[config.mk]
export PLATFORM = sky130hd
export DESIGN_NAME = m3x_mul64
export DESIGN_NICKNAME = d
export VERILOG_FILES = /design/src/rtl/murmur3_x64_stream_hash_core_macros.svh /design/src/rtl/m3x_pkg.sv /design/src/rtl/m3x_mul64.sv
export SDC_FILE = /design/constraint.sdc
export NUM_CORES = 2
export LEC_CHECK = 0
export BUFFER_PORTS_ARGS = -buffer_cell sky130_fd_sc_hd__buf_2
export CAP_MARGIN = 30
export CORE_MARGIN = 2
export CORE_UTILIZATION = 50
export CTS_CLUSTER_SIZE = 20
export DETAILED_ROUTE_END_ITERATION = 10
export HOLD_SLACK_MARGIN = 0.1
export PLACE_DENSITY = 0.67
export SYNTH_ARGS = -nofsm -noshare
export SYNTH_HDL_FRONTEND = slang
export SYNTH_SLANG_ARGS = --single-unit
[constraint.sdc]
create_clock -name clk -period 13.5 [get_ports clk]
set_input_delay 2.025 -clock clk [delete_from_list [all_inputs] [get_ports clk]]
set_output_delay 2.025 -clock clk [all_outputs]
set_load 0.02 [all_outputs]
[src/rtl/murmur3_x64_stream_hash_core_macros.svh]
// Assertion macros for the streaming hash core.
`ifndef MURMUR3_X64_STREAM_HASH_CORE_MACROS_SVH
`define MURMUR3_X64_STREAM_HASH_CORE_MACROS_SVH

// Same-cycle implication, sampled on clk, idle during rst.
`define M3X_ASSERT_NOW(label, ante, cons, msg) \
  label: assert property (@(posedge clk) disable iff (rst) (ante) |-> (cons)) \
    else $error(msg);

// Next-cycle implication, sampled on clk, idle during rst.
`define M3X_ASSERT_NEXT(label, ante, cons, msg) \
  label: assert property (@(posedge clk) disable iff (rst) (ante) |=> (cons)) \
    else $error(msg);

`endif

[src/rtl/m3x_pkg.sv]
// Shared constants, types and helpers of the streaming hash core.
package m3x_pkg;

  localparam int unsigned LENGTH_BITS_DEF = 31;
  localparam int unsigned ADDR_W = 4;

  localparam logic REG_SEED = 1'b0;
  localparam logic REG_MODE = 1'b1;

  localparam logic [63:0] MUL_A    = 64'h87c3_7b91_1142_53d5;
  localparam logic [63:0] MUL_B    = 64'h4cf5_ad43_2745_937f;
  localparam logic [63:0] ADD_ONE  = 64'h0000_0000_52dc_e729;
  localparam logic [63:0] ADD_TWO  = 64'h0000_0000_3849_5ab5;
  localparam logic [63:0] FIN_A    = 64'hff51_afd7_ed55_8ccd;
  localparam logic [63:0] FIN_B    = 64'hc4ce_b9fe_1a85_ec53;
  localparam logic [63:0] LOW_BITS = 64'h0101_0101_0101_0101;

  localparam logic [4:0] FULL_COUNT = 5'd16;
  localparam logic [4:0] HALF_COUNT = 5'd8;

  typedef enum logic [4:0] {
    ST_IDLE,
    ST_S1A,
    ST_S1B,
    ST_T1,
    ST_L1X,
    ST_L1M,
    ST_S2A,
    ST_S2B,
    ST_T2,
    ST_L2X,
    ST_L2M,
    ST_FA,
    ST_FB,
    ST_FM1A,
    ST_FM1B,
    ST_FM1C,
    ST_FM2A,
    ST_FM2B,
    ST_FM2C,
    ST_SUM
  } state_t;

  typedef enum logic [1:0] {
    STEP_LL,
    STEP_LH,
    STEP_HL
  } mul_step_t;

  function automatic logic [63:0] rotl31(input logic [63:0] x);
    return {x[32:0], x[63:33]};
  endfunction

  function automatic logic [63:0] rotl33(input logic [63:0] x);
    return {x[30:0], x[63:31]};
  endfunction

  function automatic logic [63:0] rotl27(input logic [63:0] x);
    return {x[36:0], x[63:37]};
  endfunction

  function automatic logic [63:0] xs33(input logic [63:0] x);
    return x ^ {33'd0, x[63:33]};
  endfunction

endpackage

[src/rtl/m3x_mul64.sv]
// Iterative 64x64 multiplier giving the low 64 product bits over three 32x32 steps.
module m3x_mul64 (
  input  logic        clk,
  input  logic        rst,
  input  logic        start,
  input  logic [63:0] op_a,
  input  logic [63:0] op_b,
  output logic        done,
  output logic [63:0] product
);
  import m3x_pkg::*;

  logic [63:0] a_q;
  logic [63:0] b_q;
  logic [63:0] acc;
  mul_step_t   step;
  logic        busy;
  logic [31:0] mul_x;
  logic [31:0] mul_y;
  logic [63:0] pp;

  always_comb begin
    unique case (step)
      STEP_LL: begin
        mul_x = a_q[31:0];
        mul_y = b_q[31:0];
      end
      STEP_LH: begin
        mul_x = a_q[31:0];
        mul_y = b_q[63:32];
      end
      STEP_HL: begin
        mul_x = a_q[63:32];
        mul_y = b_q[31:0];
      end
      default: begin
        mul_x = '0;
        mul_y = '0;
      end
    endcase
  end

  assign pp = mul_x * mul_y;
  assign product = acc;

  always_ff @(posedge clk) begin
    if (rst) begin
      busy <= 1'b0;
      done <= 1'b0;
      step <= STEP_LL;
    end else begin
      done <= 1'b0;
      if (start) begin
        busy <= 1'b1;
        step <= STEP_LL;
      end else if (busy) begin
        unique case (step)
          STEP_LL: step <= STEP_LH;
          STEP_LH: step <= STEP_HL;
          STEP_HL: begin
            busy <= 1'b0;
            done <= 1'b1;
            step <= STEP_LL;
          end
          default: begin
            busy <= 1'b0;
            step <= STEP_LL;
          end
        endcase
      end
    end
  end

  always_ff @(posedge clk) begin
    if (start) begin
      a_q <= op_a;
      b_q <= op_b;
    end else if (busy) begin
      unique case (step)
        STEP_LL: acc <= pp;
        STEP_LH: acc[63:32] <= acc[63:32] + pp[31:0];
        STEP_HL: acc[63:32] <= acc[63:32] + pp[31:0];
        default: acc <= acc;
      endcase
    end
  end

endmodule

### After elaboration in Yosys (flattened, before gate mapping)

Cells that the tools add are included.

| word-level totals | value |
|---|---|
| word-level logic and storage cells | 30 |
| register bits | 196 |

| cells by class | value |
|---|---|
| add/sub/neg operators | 1 |
| bitwise gates (word level) | 2 |
| mux-type cells | 8 |
| equal/unequal tests | 2 |
| $mul | 1 |
| reductions and logical operators | 9 |

Operators with widths:

| kind | count |
|---|---|
| $pmux W32 S2 | 3 |
| $mul A32 B32 Y64 | 1 |
| $add A32 B32 Y32 | 1 |
| $reduce_or A2 Y1 | 4 |
| $reduce_and A3 Y1 | 2 |
| $mux W1 | 4 |
| $pmux W2 S2 | 1 |
| $reduce_or A3 Y1 | 1 |
| $eq A2 B1 Y1 const B | 1 |
| $eq A2 B2 Y1 const B | 1 |
| $logic_not A2 Y1 | 1 |
| $not A1 Y1 | 2 |
| $reduce_bool A2 Y1 | 1 |

### Logic depth before layout (Yosys ltp)

| logic depth | value |
|---|---|
| word-level depth | 6 |
| gate-level depth with buffers | 43 |
| mapped depth without buffers | 37 |

### Worst setup path before layout

OpenSTA, ideal clock, no wires.

| path | value |
|---|---|
| path type | reg2reg |
| from | reg step[0] |
| to | reg acc[63] (netlist: product[63]), data pin |
| library setup time | 270 ps |
| period minus slack after synthesis | 9726 ps |
| data arrival time | 9455 ps |
| buffers on the path | 6 |
| required time | 13230 ps |
| path slack | 3774 ps |
| cell stages (with the launch flop) | 40 |
| path through | dfxtp_1 -> inv_1 -> clkbuf_1 -> ha_1 -> or2_2 -> clkbuf_1 -> buf_1 -> clkbuf_1 -> a22oi_1 -> nor2_1 -> fa_1 -> inv_1 -> fa_1 -> fa_1 -> fa_1 -> inv_1 -> fa_1 -> fa_1 -> (+4 left out) -> ha_1 -> buf_4 -> a21oi_1 -> o21ai_0 -> a21oi_1 -> a21boi_0 -> xnor2_1 -> ha_1 -> clkbuf_1 -> a21o_1 -> a21o_1 -> a21oi_1 -> o21ai_0 -> a31oi_1 -> o211a_1 -> nor2_1 -> a221oi_2 -> o211ai_1 |

| on the way | value |
|---|---|
| cells in the longest elaborated chain, start to end | 6 |

RTL lines:

| item | line | source |
|---|---|---|
| start, declared | m3x_mul64.sv:16 | `mul_step_t step;` |
| start signal, assigned | m3x_mul64.sv:50 | `step <= STEP_LL;` |
| start signal, assigned | m3x_mul64.sv:55 | `step <= STEP_LL;` |
| start signal, assigned | m3x_mul64.sv:58 | `STEP_LL: step <= STEP_LH;` |
| $eq A2 B1 Y1 (tied with other cells) | m3x_mul64.sv:23 | `unique case (step)` |
| $reduce_or A2 Y1 (no line) | -- |  |
| $pmux W32 S2 | m3x_mul64.sv:23 |  |
| $mul A32 B32 Y64 * | m3x_mul64.sv:43 | `assign pp = mul_x * mul_y;` |
| via pp[22] | m3x_mul64.sv:20 | `logic [63:0] pp;` |
| $add A32 B32 Y32 * | m3x_mul64.sv:81, m3x_mul64.sv:82 |  |
| $pmux W32 S2 * | m3x_mul64.sv:79 | `unique case (step)` |
| end signal, assigned | m3x_mul64.sv:80 | `STEP_LL: acc <= pp;` |
| end signal, assigned | m3x_mul64.sv:81 | `STEP_LH: acc[63:32] <= acc[63:32] + pp[31:0];` |
| end signal, assigned | m3x_mul64.sv:82 | `STEP_HL: acc[63:32] <= acc[63:32] + pp[31:0];` |
| end, declared | m3x_mul64.sv:15 | `logic [63:0] acc;` |

The timed path passes the listed nets; every way through them passes the cells marked *.
A chain may end at the register's enable or synchronous reset.

### Worst setup path in the final report

| path | value |
|---|---|
| from | reg step[0] |
| to | reg acc[62] (netlist: product[62]), data pin |

The elaborated chain is that of the path after synthesis.

==> metrics.yaml <==
status: "finished, final reports clean"
pin_count: 196
cts_tree: "built"
finalSetupViolCount: 0
fin_nets: 5805
vias: 32143
finalSetupTns_ns: 0
hold_class: "register to register"
multiInputGateArea_sq_um: 31110
clk_path_buf_depth: 2
syn_to_final_growth_pct: 6.470
grt_remaining_overflow: 0
rsz0062_at_grt: "no"
cts_resized: 0
portBuffers: 195
synth-seq-cells: 196
synth_most_common_cell: "fa_1"
reg2reg_from: "step[0]"
worst_pin_slew_ns: 1.166
regArea_sq_um: 5846
drt_iter0_drc: 3088
max_freq_ghz: 0.08994
ant_nets: 0
vias_per_cell: 5.779
yosys.area.top_type: "fa_1"
rrSetupSlack_ns: 2.38
critPathArrivalTime_ns: 11.38
wl_per_cell_microns: 23.92
layout-drive-gt1-share_pct: 8.552
maxSlewViolCount: 0
crit_path_end_kind: "register"
cp_max_fo: 37
core_sq_um: 81850
min_from: "busy"
postSynth.asyncResetShare_pct: 0
start_util_pct: 50.37
synthFlopType: "edfxtp_1"
worstSetupPathType: "register to register"
dp_hpwl_microns: 108100
grt_antenna_before_repair: 2
die_w_microns: 291.2
netlist_area_sq_um: 41230
final_hold_viol_count: 0
critPathSlowestCell: "a22oi_1"
root_buffer: "clkbuf_16"
clk_pin_slew_ns: 0.09
post-cts-setup-buffers: 0
start_kind: "register"
yosys-top-cells-count: "fa_1 (897), inv_1 (893), nand2_1 (686)"
slew_headroom_pct: 22.26
grt_pass1_wl_microns: 203200
synth_cell_types: 80
critPathLaunch: "step[0]"
die_y_microns: 291.2
post-route-min-period_ns: 11.12
synth_edf_count: 192
globalplace.congestion: 0.9881
yosys-top-cells-area: "fa_1 (44%), edfxtp_1 (14%), ha_1 (9.1%)"
numCtsBuffers: 17
drc: 0
nFillCells: 7452
skew_ns: 0.03499
wirelength_microns: 133000
drt_pass1_iterations: 6
synth.avg_cell_area_sq_um: 9.344
placementRows: 105
cap_violations: 0
cts_max_level: 4
grt_max_degree: 70
cts_num_sinks: 196
syn_nets: 5740
synth-seq-area-share_pct: 14.18
worstSkewPairLatency_ns: 0.53
cpPeakStageDelay_ns: 0.89
synth_top_area_share_pct: 43.56
cts_hold_buf: 0
track_usage_pct: 32.50
period_share_pct: 82.35
synth_warnings: 0
grt_pass1_vias: 32899
crit_required_ns: 13.76
dieArea_sq_um: 84770
syn_inst: 4412
cpMostUsedCell: "fa_1"
[kinds of logic after synthesis]
kind of cell / synth area share (%)
XOR/XNOR: 1.636
AO/OA/AOI/OAI: 7.502
adder cells (fa/ha/maj): 52.66
buffers and inverters: 10.52
AND/OR/NAND/NOR: 13.30
flip-flops: 14.18
multiplexers: 0.2033
[worst paths after layout]
check                      to  cells past startpoint
setup / recovery  product[62]                     35
hold reg to reg          done                      2
setup reg to reg  product[62]                     35
hold / removal           done                      2
[worst max-delay path: cells and delay by family, from the launching register on]
family / cells / cell delay [ns]
fa+ha+maj: 11 / 5.08
compound gates: 8 / 2.57
simple gates: 6 / 1.19
buf+inv: 8 / 0.80
xor+xnor: 2 / 0.80
flops: 1 / 0.42
[cell type report]
type	instances	area share (%)
timing repair buffer	280	3.737
clock buffer	17	0.9692
multi-input combinational	3088	70.88
antenna	2	0.01140
inverter	894	7.645
sequential	196	13.32
tap	1070	3.050
clock inverter	15	0.3905
[registers in the layout, indices dropped and copies added (netlist names)]
signal and count:
busy 1, done 1, step 2, b_q 64, a_q 64, product 64
[placed cells by master (no fill, tap or decap), drive strengths merged, types with 7 or more instances in the layout]
cell type and n:
a21o 61, a31oi 10, o21a 13, clkinv 7
o21bai 18, xnor2 47, a21oi 117, o21ai 68
inv 901, xor2 30, and3 16, buf 280
o211ai 11, ha 300, nand2 686, or2 35
nor2b 11, edfxtp 192, clkbuf 17, or3 11
nor3 27, a211oi 15, nor2 498, nand3 24
fa 897, nand4 19, a22o 32, a22oi 65
o31ai 12
[through the flow]
step           util [%]  hold WS [ns]  cell area [sq um]  setup WS, ns  cells
2_1_floorplan         -        0.4812              41230         3.774   4412
5_1_grt           53.62        0.6102              43890         1.922   5560
6_report          53.63        0.5894              43890         2.382   5562
4_1_cts           53.58        0.5850              43850         2.561   5558
3_3_place_gp      52.85        0.5740              43260         2.753   5526
3_5_place_dp      52.85        0.5716              43260         2.570   5526
[routing by layer]
layer  wire length, microns  part of all wire (%)  track usage [%]
met4                   6595                   5.0            14.72
met2                  57740                    43            47.99
met1                  53560                    40            45.02
met5                      0                     0                0
met3                  15150                    11            8.681
Power is not shown: default switching activity piles up to over one toggle a cycle in this logic, so the estimate is an artifact.
